## config.mk

```make
export PLATFORM = sky130hd
export DESIGN_NAME = lcc_slot_cell
export DESIGN_NICKNAME = d
export VERILOG_FILES = /design/src/rtl/core/lcc_pkg.sv /design/src/rtl/core/lcc_slot_cell.sv
export SDC_FILE = /design/constraint.sdc
export NUM_CORES = 1
export LEC_CHECK = 0
export ABC_AREA = 1
export BUFFER_PORTS_ARGS = -buffer_cell sky130_fd_sc_hd__buf_2
export CORE_AREA = 5 5 161 163
export CTS_BUF_LIST = sky130_fd_sc_hd__clkbuf_2 sky130_fd_sc_hd__clkbuf_4 sky130_fd_sc_hd__clkbuf_8
export CTS_CLUSTER_SIZE = 8
export DETAILED_ROUTE_END_ITERATION = 6
export DIE_AREA = 0 0 166 168
export SLEW_MARGIN = 20
export SYNTH_ARGS = -nofsm -noshare
export SYNTH_HDL_FRONTEND = slang
export SYNTH_SLANG_ARGS = --single-unit
export TNS_END_PERCENT = 50
```

## constraint.sdc

```tcl
create_clock -name clock -period 4 [get_ports clock]
set_input_delay 0.2 -clock clock [delete_from_list [all_inputs] [get_ports clock]]
set_output_delay 0.2 -clock clock [all_outputs]
set_load 0.005 [all_outputs]
```

## src/rtl/core/lcc_pkg.sv

```systemverilog
// lcc_pkg: shared types and constants for the chunk cache controller
// used by lcc_slot_cell and lru_chunk_cache_controller
package lcc_pkg;

   localparam logic [1:0] ST_HIT    = 2'd0;
   localparam logic [1:0] ST_LOADED = 2'd1;
   localparam logic [1:0] ST_BEYOND = 2'd2;
   localparam logic [1:0] ST_FAILED = 2'd3;

   localparam logic [0:0] REG_CHUNK_BYTES   = 1'd0;
   localparam logic [0:0] REG_ARCHIVE_BYTES = 1'd1;

   typedef enum logic [2:0] {
      S_IDLE,
      S_MUL,
      S_SCAN,
      S_DECIDE,
      S_RESP
   } state_type;

   // search token passed from cell to cell
   typedef struct packed {
      logic        hit;
      logic [5:0]  hit_idx;
      logic [31:0] hit_len;
      logic        empty;
      logic [5:0]  empty_idx;
      logic        old_found;
      logic [63:0] old_stamp;
      logic [5:0]  old_idx;
   } scan_type;

   // per-request command broadcast to all cells
   typedef struct packed {
      logic        touch;
      logic        fill;
      logic        kill;
      logic [5:0]  idx;
      logic [39:0] base;
      logic [31:0] len;
      logic [63:0] stamp;
   } upd_type;

endpackage

```

## src/rtl/core/lcc_slot_cell.sv

```systemverilog
// lcc_slot_cell: one cache slot, compares its tag and folds into the scan token
// depends on lcc_pkg
module lcc_slot_cell #(
   parameter int IDX = 0
) (
   input  logic              clock,
   input  logic              reset,
   input  logic [39:0]       key,
   input  lcc_pkg::upd_type  upd,
   input  lcc_pkg::scan_type scan_in,
   output lcc_pkg::scan_type scan_out
);
   logic        valid_ff;
   logic [39:0] base_ff;
   logic [31:0] len_ff;
   logic [63:0] stamp_ff;
   logic        mine;

   assign mine = (upd.idx == 6'(IDX));

   always_ff @(posedge clock) begin
      if (reset) begin
         valid_ff <= 1'b0;
      end else if (mine && upd.fill) begin
         valid_ff <= 1'b1;
      end else if (mine && upd.kill) begin
         valid_ff <= 1'b0;
      end
      if (mine && upd.fill) begin
         base_ff <= upd.base;
         len_ff  <= upd.len;
      end
      if (mine && (upd.fill || upd.touch)) begin
         stamp_ff <= upd.stamp;
      end
   end

   always_comb begin
      scan_out = scan_in;
      if (valid_ff && base_ff == key && !scan_in.hit) begin
         scan_out.hit     = 1'b1;
         scan_out.hit_idx = 6'(IDX);
         scan_out.hit_len = len_ff;
      end
      if (!valid_ff && !scan_in.empty) begin
         scan_out.empty     = 1'b1;
         scan_out.empty_idx = 6'(IDX);
      end
      if (valid_ff && stamp_ff < scan_in.old_stamp) begin
         scan_out.old_found = 1'b1;
         scan_out.old_stamp = stamp_ff;
         scan_out.old_idx   = 6'(IDX);
      end
   end
endmodule

```

* Yosys cells after proc, flatten, opt, wreduce, memory -nomap -nowiden
Cells that the tools add are included.
W data, S select, Z words.
** Operators by class
- Order comparisons :: 1
- Eq/ne operators :: 1
- Muxes and demuxes :: 5
- Reduce and logical (&&, ||, !) cells :: 13
** Operator list (number)
- $mux W71 :: 1
- $lt A64 B64 Y1 :: 1
- $eq A40 B40 Y1 :: 1
- $mux W39 :: 1
- $logic_and A1 B1 Y1 :: 7
- $mux W7 :: 1
- $logic_not A6 Y1 :: 1
- $logic_not A1 Y1 :: 3
- $mux W1 :: 2
- $reduce_bool A2 Y1 :: 1
- $logic_or A1 B1 Y1 :: 1
** Word-level totals
- Register bits :: 137
- Word-level logic and storage cells :: 24

* Longest topological paths before layout
Gate-level depths: netlist of run 1.
- Word-level depth :: 4
- Gate-level depth with buffers :: 18
- Depth with buffers taken out :: 16

* Least setup slack after synthesis of run 1
OpenSTA, ideal clock, no wires.
- Path kind :: input to register
- From :: input port upd[139] (netlist bit)
- To :: register base_ff[0], enable pin
- Arrival :: 3555 ps
- Data required time :: 3494 ps
- Path slack :: -60 ps
- Cell stages on the path :: 4
- Path through :: nor2_1 -> and3_1 -> inv_1 -> nor2_1
** Between the ends
- Longest elaborated chain between the ends :: 2
** RTL lines
- start, declared :: RTL line lcc_slot_cell.sv:9 : input lcc_pkg::upd_type upd,
- $logic_not A6 Y1 :: RTL line lcc_slot_cell.sv:19 : assign mine = (upd.idx == 6'(IDX));
- $logic_and A1 B1 Y1 :: RTL line lcc_slot_cell.sv:29 : if (mine && upd.fill) begin
- end signal, assigned :: RTL line lcc_slot_cell.sv:30 : base_ff <= upd.base;
- end, declared :: RTL line lcc_slot_cell.sv:14 : logic [39:0] base_ff;
Every way passes these cells.
A chain may end at the register's enable or synchronous reset.

==> results.py, run 1 <==
metrics = {
    "cts": {
        "clkSlewWorstSetupHoldPaths_ps": 90,
        "cts_buffers": 17,
        "root_buffer": "clkbuf_8",
        "cts.htree.levels": 4,
        "clk_path_buf_depth": 2,
        "cts.sinks": 137,
        "clock_latency_ps": 430,
        "cts_tree": "done",
    },
    "floorplan": {
        "core-area_mm2": 0.0242,
        "start_util_pct": 32.9,
        "io_pins": 421,
        "dieArea_mm2": 0.0279,
        "die_x_um": 166,
        "rows": 57,
        "die_y_um": 168,
    },
    "critical_path": {
        "cp-end-kind": "output port",
        "reg2reg_from": "valid_ff",
        "worst_r2r_path_depth": 2,
        "critPathKind": "flip-flop to output port",
        "cp-start-kind": "flip-flop",
        "cp.arrival_ps": 3330,
        "r2r-end": "valid_ff",
        "crit_required_ps": 3800,
        "r2r_slack_ps": 3260,
        "critPathMaxFanout": 50,
    },
    "yosys": {
        "synth_area_mm2": 0.00795,
        "synth_mux_area_share_pct": 0,
        "synthAdderAreaFrac_pct": 9.92,
        "yosysMostFrequentCell": "nand2_1",
        "yosys.area_share.simple_pct": 24.4,
        "synth_top_family_by_area": "simple AND/OR/NAND/NOR gates",
        "yosys-top-cells-area": "edfxtp_1 (51%), nand2_1 (13%), ha_1 (9.9%)",
        "synth_compound_area_share_pct": 4.12,
        "syn-mean-instance-area_um2": 8.96,
        "synth_flop_cell": "edfxtp_1",
        "synth_edf_count": 136,
        "synth_xor_area_share_pct": 1.98,
        "ys_async_sr_fraction_pct": 0,
        "synth-seq-cells": 137,
        "synth_cell_type_count": 30,
        "synth_commonest_cells": "nand2_1 (282), edfxtp_1 (136), inv_1 (118)",
        "syn_nets": 1254,
        "yosysTopAreaCell": "edfxtp_1",
        "ys_warn_count": 0,
        "syn_inst": 887,
        "ys_seq_area_share_pct": 51.6,
        "synth_top_cell_area_share_pct": 51.4,
    },
    "sta": {
        "rsz0062_at_grt": "false",
        "hold_viol": 0,
        "finalSetupTns_ps": 0,
        "worst_pin_slew_ps": 1070,
        "fin_crit_ps": 3530,
        "slew-limit-headroom_pct": 28.6,
        "fin_worst_skew_ps": 0,
        "drv_slew": 0,
        "fmax_ghz": 0.283,
        "hold_slack_ps": 165,
        "post-route-period-util_pct": 88.3,
        "setup_viol": 0,
    },
    "finish": {
        "area_growth_syn_to_layout_pct": 53.2,
        "final.fill_count": 2311,
        "nets": 1807,
        "drive_above_1_share_pct": 32.7,
        "post-route-cell-area_mm2": 0.0122,
    },
    "power_and_ir_drop": {
        "p_switching_mw": 0.937,
        "sw_frac_of_total_pct": 28.3,
        "clkPwrFrac_pct": 35.7,
        "seqPwrFrac_pct": 48.2,
        "combPwrFrac_pct": 16.1,
        "peakVddDrop_mv": 0.161,
        "intPower_mw": 2.37,
        "p_leak_nw": 6.12,
        "power_mw": 3.31,
        "power.density_mw_per_mm2": 272,
    },
    "global_routing": {
        "grt-ovfl-total": 0,
        "grt_max_degree": 71,
        "track_usage_pct": 19.8,
        "grt_pass1_wl_um": 44100,
        "grt_antenna_before_repair": 5,
        "first_global_vias": 8516,
    },
    "min_path": {
        "hold_start": "upd[142]",
        "min_path_cells": 4,
        "hold_path.class": "input port to flip-flop",
        "min_to": "valid_ff",
    },
    "place": {
        "hpwl_um": 22100,
        "dpl_cell_area_mm2": 0.0104,
        "gp_congestion": 0.922,
        "io_buffers": 420,
    },
    "route": {
        "routedWlPerCell_um": 16.1,
        "routed_wl_um": 28700,
        "first_iter_violations": 426,
        "via_per_inst": 4.59,
        "via_count": 8169,
        "ant_nets": 0,
        "drt-pass1-iter-count": 5,
        "drc": 0,
    },
    "outcome": {
        "status": "completed",
    },
    "flow_run": {
        "drv_cap": 0,
    },
}
==> stage by stage <==
stage	util, %	cells	worst slack (ps)
2_1_floorplan	-	887	321
3_3_place_gp	43.0	1608	931
3_5_place_dp	43.0	1608	875
4_1_cts	50.4	1777	364
5_1_grt	50.4	1778	110
6_report	50.4	1779	467
==> cell type report <==
| class | instances | area [µm²] | share of cell area, % |
|---|---|---|---|
| Sequential cell | 137 | 4100 | 33.7 |
| Timing Repair Buffer | 568 | 3570 | 29.3 |
| Multi-Input combinational cell | 595 | 3230 | 26.6 |
| Inverter | 121 | 454 | 3.73 |
| Tap cell | 324 | 405 | 3.33 |
| Clock buffer | 17 | 234 | 1.92 |
| Clock inverter | 15 | 174 | 1.43 |
| Antenna cell | 2 | 5.00 | 0.0411 |
==> placed cells by master, fill, tap and decap left out, types with 6 or more instances in the layout <==
cell type,n
a21boi_0,6
a21oi_1,30
buf_2,420
buf_4,10
clkbuf_8,17
dlygate4sd3_1,137
edfxtp_1,136
ha_1,63
inv_1,118
inv_8,6
nand2_1,281
nand3_1,78
nand4_1,39
nor2_1,35
o21ai_0,14
xnor2_1,9
xor2_1,9
==> critical path, cell delays in order, from the launching register on <==
cell and delay, ps:
edfxtp_1 410, ha_1 310, nand2_1 70, inv_2 70
nand3_2 70, nor2_1 170, nand2_1 90, or2_1 230
o21ai_1 210, nor2_4 70, nand2_2 280, buf_4 500
nand2_1 110, nand2_1 100, buf_2 160
==> layer usage <==
layer	wire length, µm	part of all wire, %	GRT usage (%)
met1	11100	39	22.4
met2	14500	51	35.5
met3	2290	8.0	6.42
met4	739	2.6	6.21
met5	44	0.15	0
==> worst max-delay path by stage <==
stage	start	endpoint	slack (ps)	cells past startpoint
finish	stamp_ff[63]	scan_out[65]	470	14
global route	stamp_ff[58]	scan_out[65]	110	14
CTS	stamp_ff[63]	scan_out[14]	360	14
detailed placement	stamp_ff[63]	scan_out[14]	880	14
global placement	stamp_ff[63]	scan_out[14]	930	14
floorplan	upd[139]	stamp_ff[0]	320	4
==> sequential cells by signal (all words and copies together), names as in the netlist <==
| name | flops |
|---|---|
| stamp_ff | 64 |
| len_ff | 32 |
| base_ff | 40 |
| valid_ff | 1 |
==> cells by family after synthesis <==
kind of cell	after synthesis
AOI/OAI and AO/OA	61
buffers and inverters	155
xor gates and xnor gates	18
DFF	137
and+or+nand+nor	453
adders and majority gates	63
==> repair_timing <==
action	CTS	global route
gates resized for setup	0	0
endpoints found under the hold margin	137	0
setup buffers	0	0
hold buffers	137	0
==> power by group through the flow <==
stage | Combinational (mW) | Clock [mW] | Sequential (mW)
2_1_floorplan | 0.163 | 0 | 1.63
3_3_place_gp | 0.419 | 0 | 1.63
3_5_place_dp | 0.424 | 0 | 1.63
4_1_cts | 0.536 | 1.22 | 1.59
5_1_grt | 0.597 | 1.29 | 1.59
6_report | 0.533 | 1.18 | 1.59
Note: power is estimated with default switching activity, not from simulation.
==> run 2: changes to the inputs <==
==> constraint.sdc (replaced) <==
create_clock -name clock -period 4 [get_ports clock]
set_input_delay 0.2 -clock clock [delete_from_list [all_inputs] [get_ports clock]]
set_output_delay 0.2 -clock clock [all_outputs]
set_load 0.02 [all_outputs]
==> results.py, run 2 (same netlist as run 1, synthesis figures left out) <==
metrics = {
    "cts": {
        "post_cts_buffers": 0,
        "clock_latency_ps": 440,
        "cts.htree.levels": 4,
        "root_buffer": "clkbuf_8",
        "cts.sinks": 137,
        "cts_tree": "done",
        "cts_buffers": 17,
        "clk_path_buf_depth": 2,
        "clkSlewWorstSetupHoldPaths_ps": 100,
    },
    "critical_path": {
        "cp.arrival_ps": 3370,
        "worst_r2r_path_depth": 2,
        "critPathKind": "flip-flop to output port",
        "cp_top_family": "simple AND/OR/NAND/NOR gates",
        "crit_top_cell": "nand2_1",
        "endpoint": "scan_out[28]",
        "cp-start-kind": "flip-flop",
        "reg2reg_from": "valid_ff",
        "critPathBufInv": 3,
        "cp_num_cells": 14,
        "cp-startpoint": "stamp_ff[62]",
        "cp-end-kind": "output port",
        "r2r_slack_ps": 3230,
        "critPathMaxFanout": 47,
        "crit_required_ps": 3800,
        "crit_path_cell_trace": "ha_1 -> nand2_1 -> inv_2 -> nand3_2 -> nor2_1 -> nand2_1 -> or2_1 -> nor2_1 -> nand2_2 -> nand2_2 -> buf_12 -> nand2_1 -> nand2_1 -> buf_2",
        "r2r-end": "valid_ff",
        "slowest_stage": "nand2_2",
        "critical_path.max_stage_delay_ps": 470,
    },
    "finish": {
        "drive_above_1_share_pct": 32.7,
        "finalCoreUtilization_pct": 50.6,
        "final_common_cell": "buf_2",
        "nets": 1807,
        "layout_common_cells": "buf_2 (420), nand2_1 (281), dlygate4sd3_1 (137)",
        "reg_top3": "stamp_ff: 64 flops, base_ff: 40 flops, len_ff: 32 flops",
        "largest_reg_flops": 64,
        "largest_register": "stamp_ff",
        "instances_no_fill": 1781,
        "area_growth_syn_to_layout_pct": 53.8,
    },
    "power_and_ir_drop": {
        "peakVddDrop_mv": 0.188,
        "power_mw": 3.40,
        "p_leak_nw": 6.14,
        "power.density_mw_per_mm2": 278,
    },
    "route": {
        "routed_wl_um": 29000,
        "drt-pass1-iter-count": 5,
        "via_per_inst": 4.58,
        "ant_nets": 0,
        "drc": 0,
        "via_count": 8156,
        "routedWlPerCell_um": 16.3,
        "first_iter_violations": 485,
    },
    "place": {
        "dp.cells": 1608,
        "io_buffers": 420,
        "hpwl_um": 22300,
        "gp_congestion": 0.872,
    },
    "global_routing": {
        "grt_max_degree": 70,
        "grt_pass1_wl_um": 44100,
        "first_global_vias": 8267,
        "track_usage_pct": 19.9,
        "grt-ovfl-total": 0,
        "grt_antenna_before_repair": 8,
    },
    "floorplan": {
        "core-area_mm2": 0.0242,
        "die_y_um": 168,
        "start_util_pct": 32.9,
        "io_pins": 421,
        "die_x_um": 166,
        "rows": 57,
        "dieArea_mm2": 0.0279,
    },
    "outcome": {
        "status": "completed",
    },
    "sta": {
        "setup_viol": 0,
        "hold_viol": 0,
        "finalSetupTns_ps": 0,
        "slew-limit-headroom_pct": 39.7,
        "rsz0062_at_grt": "false",
        "fin_worst_skew_ps": 0,
        "drv_slew": 0,
        "fmax_ghz": 0.280,
        "post-route-period-util_pct": 89.2,
        "hold_slack_ps": 134,
        "worst_pin_slew_ps": 905,
        "fin_crit_ps": 3570,
    },
    "min_path": {
        "min_path_cells": 4,
        "hold_path.class": "input port to flip-flop",
    },
    "flow_run": {
        "drv_cap": 0,
    },
}
run 2: cell types whose count changed in the layout (fill, tap and decap cells not counted), sizes merged:
cell and delta:
inv +1, diode +2, clkinvlp -2, clkinv +1
run 2: how the worst min path moves through the flow:
stage | slack [ps] | endpoint | startpoint
CTS | 120 | valid_ff | upd[142]
global placement | 360 | valid_ff | reset
finish | 130 | valid_ff | upd[142]
global route | 120 | valid_ff | upd[142]
detailed placement | 360 | valid_ff | reset
floorplan | 270 | valid_ff | reset
run 2: area by class of cell:
| cell class | instances | area [µm²] |
|---|---|---|
| fill | 2321 | 12000 |
| sequential | 137 | 4100 |
| timing repair buffer | 568 | 3590 |
| multi-input combinational | 595 | 3230 |
| inverter | 121 | 454 |
| tap | 324 | 405 |
| clock buffer | 17 | 234 |
| clock inverter | 15 | 186 |
| antenna | 4 | 10.0 |
run 2: what timing repair did:
action,4_1_cts,5_1_grt
endpoints found under the hold margin,137,0
setup endpoints to repair,0,0
hold buffers,137,0
resized for setup,0,0
run 2: routing by layer:
metal / global-route usage (%) / wire (µm)
met5: 0 / 53
met4: 5.42 / 510
met3: 5.79 / 2200
met2: 36.5 / 15100
met1: 22.7 / 11200
run 2: power by group:
group          switching [mW]  total (mW)  internal [mW]
combinational           0.302       0.608          0.307
clock                   0.711        1.20          0.487
sequential            0.00556        1.59           1.59
total                    1.02        3.40           2.38
run 2: worst register-to-register path: cells and delay by family (launching register included):
family             cells  cell delay (ps)
and+or+nand+nor        1              110
AOI/OAI and AO/OA      1              110
DFF                    1              490
run 2: stage by stage:
stage	worst slack [ps]	area (µm²)
detailed placement	931	10400
global placement	1020	10400
CTS	417	12200
floorplan	321	7950
finish	434	12200
global route	143	12200
==> run 3: changes to the inputs <==
Settings changed: TNS_END_PERCENT 50 to not set.
Clock period 4 ns to 4.1 ns, I/O delays scaled along.
==> results.py, run 3 (same netlist as run 1, synthesis figures left out) <==
metrics = {
    "place": {
        "gp_congestion": 0.963,
        "io_buffers": 420,
        "hpwl_um": 21800,
    },
    "critical_path": {
        "r2r-end": "valid_ff",
        "crit_required_ps": 3890,
        "cp.arrival_ps": 3180,
        "critPathKind": "flip-flop to output port",
        "r2r_slack_ps": 3330,
        "critPathMaxFanout": 70,
        "cp-end-kind": "output port",
        "critPathBufInv": 2,
        "reg2reg_from": "valid_ff",
        "cp-start-kind": "flip-flop",
        "worst_r2r_path_depth": 2,
        "cp_top_family": "simple AND/OR/NAND/NOR gates",
        "slowest_stage": "buf_4",
        "critical_path.max_stage_delay_ps": 570,
        "crit_top_cell": "nand2_1",
        "crit_path_cell_trace": "ha_1 -> a21oi_1 -> o21ai_0 -> nand2_1 -> nand3_1 -> a21oi_1 -> nand2_1 -> nand2_2 -> buf_4 -> nand3_1 -> nand2_1 -> buf_2",
    },
    "sta": {
        "fmax_ghz": 0.295,
        "fin_crit_ps": 3390,
        "slew-limit-headroom_pct": 37.7,
        "rsz0062_at_grt": "false",
        "hold_viol": 0,
        "finalSetupTns_ps": 0,
        "post-route-period-util_pct": 82.6,
        "setup_viol": 0,
        "hold_slack_ps": 116,
        "fin_worst_skew_ps": 0,
        "drv_slew": 0,
        "worst_pin_slew_ps": 934,
    },
    "route": {
        "ant_nets": 0,
        "via_per_inst": 4.54,
        "routed_wl_um": 28800,
        "via_count": 8071,
        "first_iter_violations": 441,
        "drt-pass1-iter-count": 5,
        "drc": 0,
        "routedWlPerCell_um": 16.2,
    },
    "finish": {
        "largest_reg_flops": 64,
        "final_common_cell": "buf_2",
        "nets": 1805,
        "largest_register": "stamp_ff",
        "layout_common_cells": "buf_2 (420), nand2_1 (281), dlygate4sd3_1 (137)",
        "drive_above_1_share_pct": 32.6,
        "area_growth_syn_to_layout_pct": 53.4,
        "reg_top3": "stamp_ff: 64 flops, base_ff: 40 flops, len_ff: 32 flops",
    },
    "cts": {
        "clock_latency_ps": 430,
        "root_buffer": "clkbuf_8",
        "clkSlewWorstSetupHoldPaths_ps": 100,
        "cts.repair.resized": 0,
        "clk_path_buf_depth": 2,
        "cts_tree": "done",
        "cts.sinks": 137,
        "cts.htree.levels": 4,
        "cts_buffers": 17,
    },
    "power_and_ir_drop": {
        "p_leak_nw": 6.12,
        "power_mw": 3.38,
        "power.density_mw_per_mm2": 277,
        "peakVddDrop_mv": 0.206,
    },
    "flow_run": {
        "drv_cap": 0,
    },
    "floorplan": {
        "dieArea_mm2": 0.0279,
        "rows": 57,
        "core-area_mm2": 0.0242,
        "start_util_pct": 32.9,
        "die_x_um": 166,
        "die_y_um": 168,
        "io_pins": 421,
    },
    "global_routing": {
        "grt-ovfl-total": 0,
        "grt_antenna_before_repair": 2,
        "grt_max_degree": 74,
        "grt_pass1_wl_um": 43700,
        "first_global_vias": 8269,
        "track_usage_pct": 19.8,
    },
    "min_path": {
        "hold_path.class": "input port to flip-flop",
        "min_path_cells": 4,
        "min_to": "valid_ff",
        "hold_start": "upd[142]",
    },
    "outcome": {
        "status": "completed",
    },
}
## run 3: cell count changes in the layout (fill, tap and decap cells not counted)
cell / change
inv_6: -1
buf_12: -2
clkinv_8: -4
inv_8: +1
bufinv_16: +2
clkinvlp_4: +2
diode_2: -1
## run 3: how the worst max path moves through the flow
stage                             from           end  slack [ps]  cells after the start
after floorplan               upd[139]    base_ff[0]          30                      4
after global placement    stamp_ff[19]  scan_out[37]        1170                     12
after detailed placement  stamp_ff[35]  scan_out[33]        1140                     10
after CTS                 stamp_ff[35]  scan_out[33]         620                     10
after global routing      stamp_ff[19]  scan_out[37]         380                     12
final                     stamp_ff[19]  scan_out[33]         710                     12
## run 3: per-layer routing
layer  up-vias  share of wire [%]  global-route usage [%]  wire (µm)
met5         -              0.045                       0         13
met4         2                3.1                    7.35        897
met3        52                7.1                    5.60       2050
met2       358                 50                    35.0      14400
met1      3588                 40                    22.8      11400
li1       4071                  -                       -          -
## run 3: per-stage QoR
stage          util [%]  worst slack [ps]  cells  cell area [µm²]
2_1_floorplan         -              34.7    887             7950
3_3_place_gp       42.9              1170   1606            10400
3_5_place_dp       42.9              1140   1606            10400
4_1_cts            50.4               622   1775            12200
5_1_grt            50.4               383   1776            12200
6_report           50.4               714   1778            12200
## run 3: repair_timing
| action | in CTS | in global routing |
|---|---|---|
| setup buffers | 0 | 0 |
| hold endpoints to repair | 137 | 0 |
| hold buffers | 137 | 0 |
## run 3: final cells by class
| class | count | area, µm² |
|---|---|---|
| clock buffer | 17 | 234 |
| sequential | 137 | 4100 |
| inverter | 121 | 454 |
| timing repair buffer | 566 | 3550 |
| fill | 2268 | 12000 |
| tap | 324 | 405 |
| clock inverter | 15 | 199 |
| antenna | 3 | 7.51 |
| multi-input combinational | 595 | 3230 |
## run 3: power by group
| group | internal, mW | switching (mW) | leakage (nW) |
|---|---|---|---|
| sequential | 1.55 | 0.00540 | 1.23 |
| clock | 0.579 | 0.650 | 0.213 |
| combinational | 0.299 | 0.295 | 4.68 |
## run 3: worst register-to-register path, delay by kind of cell (launching register included)
| family | cells | cell delay, ps |
|---|---|---|
| flops | 1 | 490 |
| compound gates | 1 | 110 |
| simple gates | 1 | 110 |
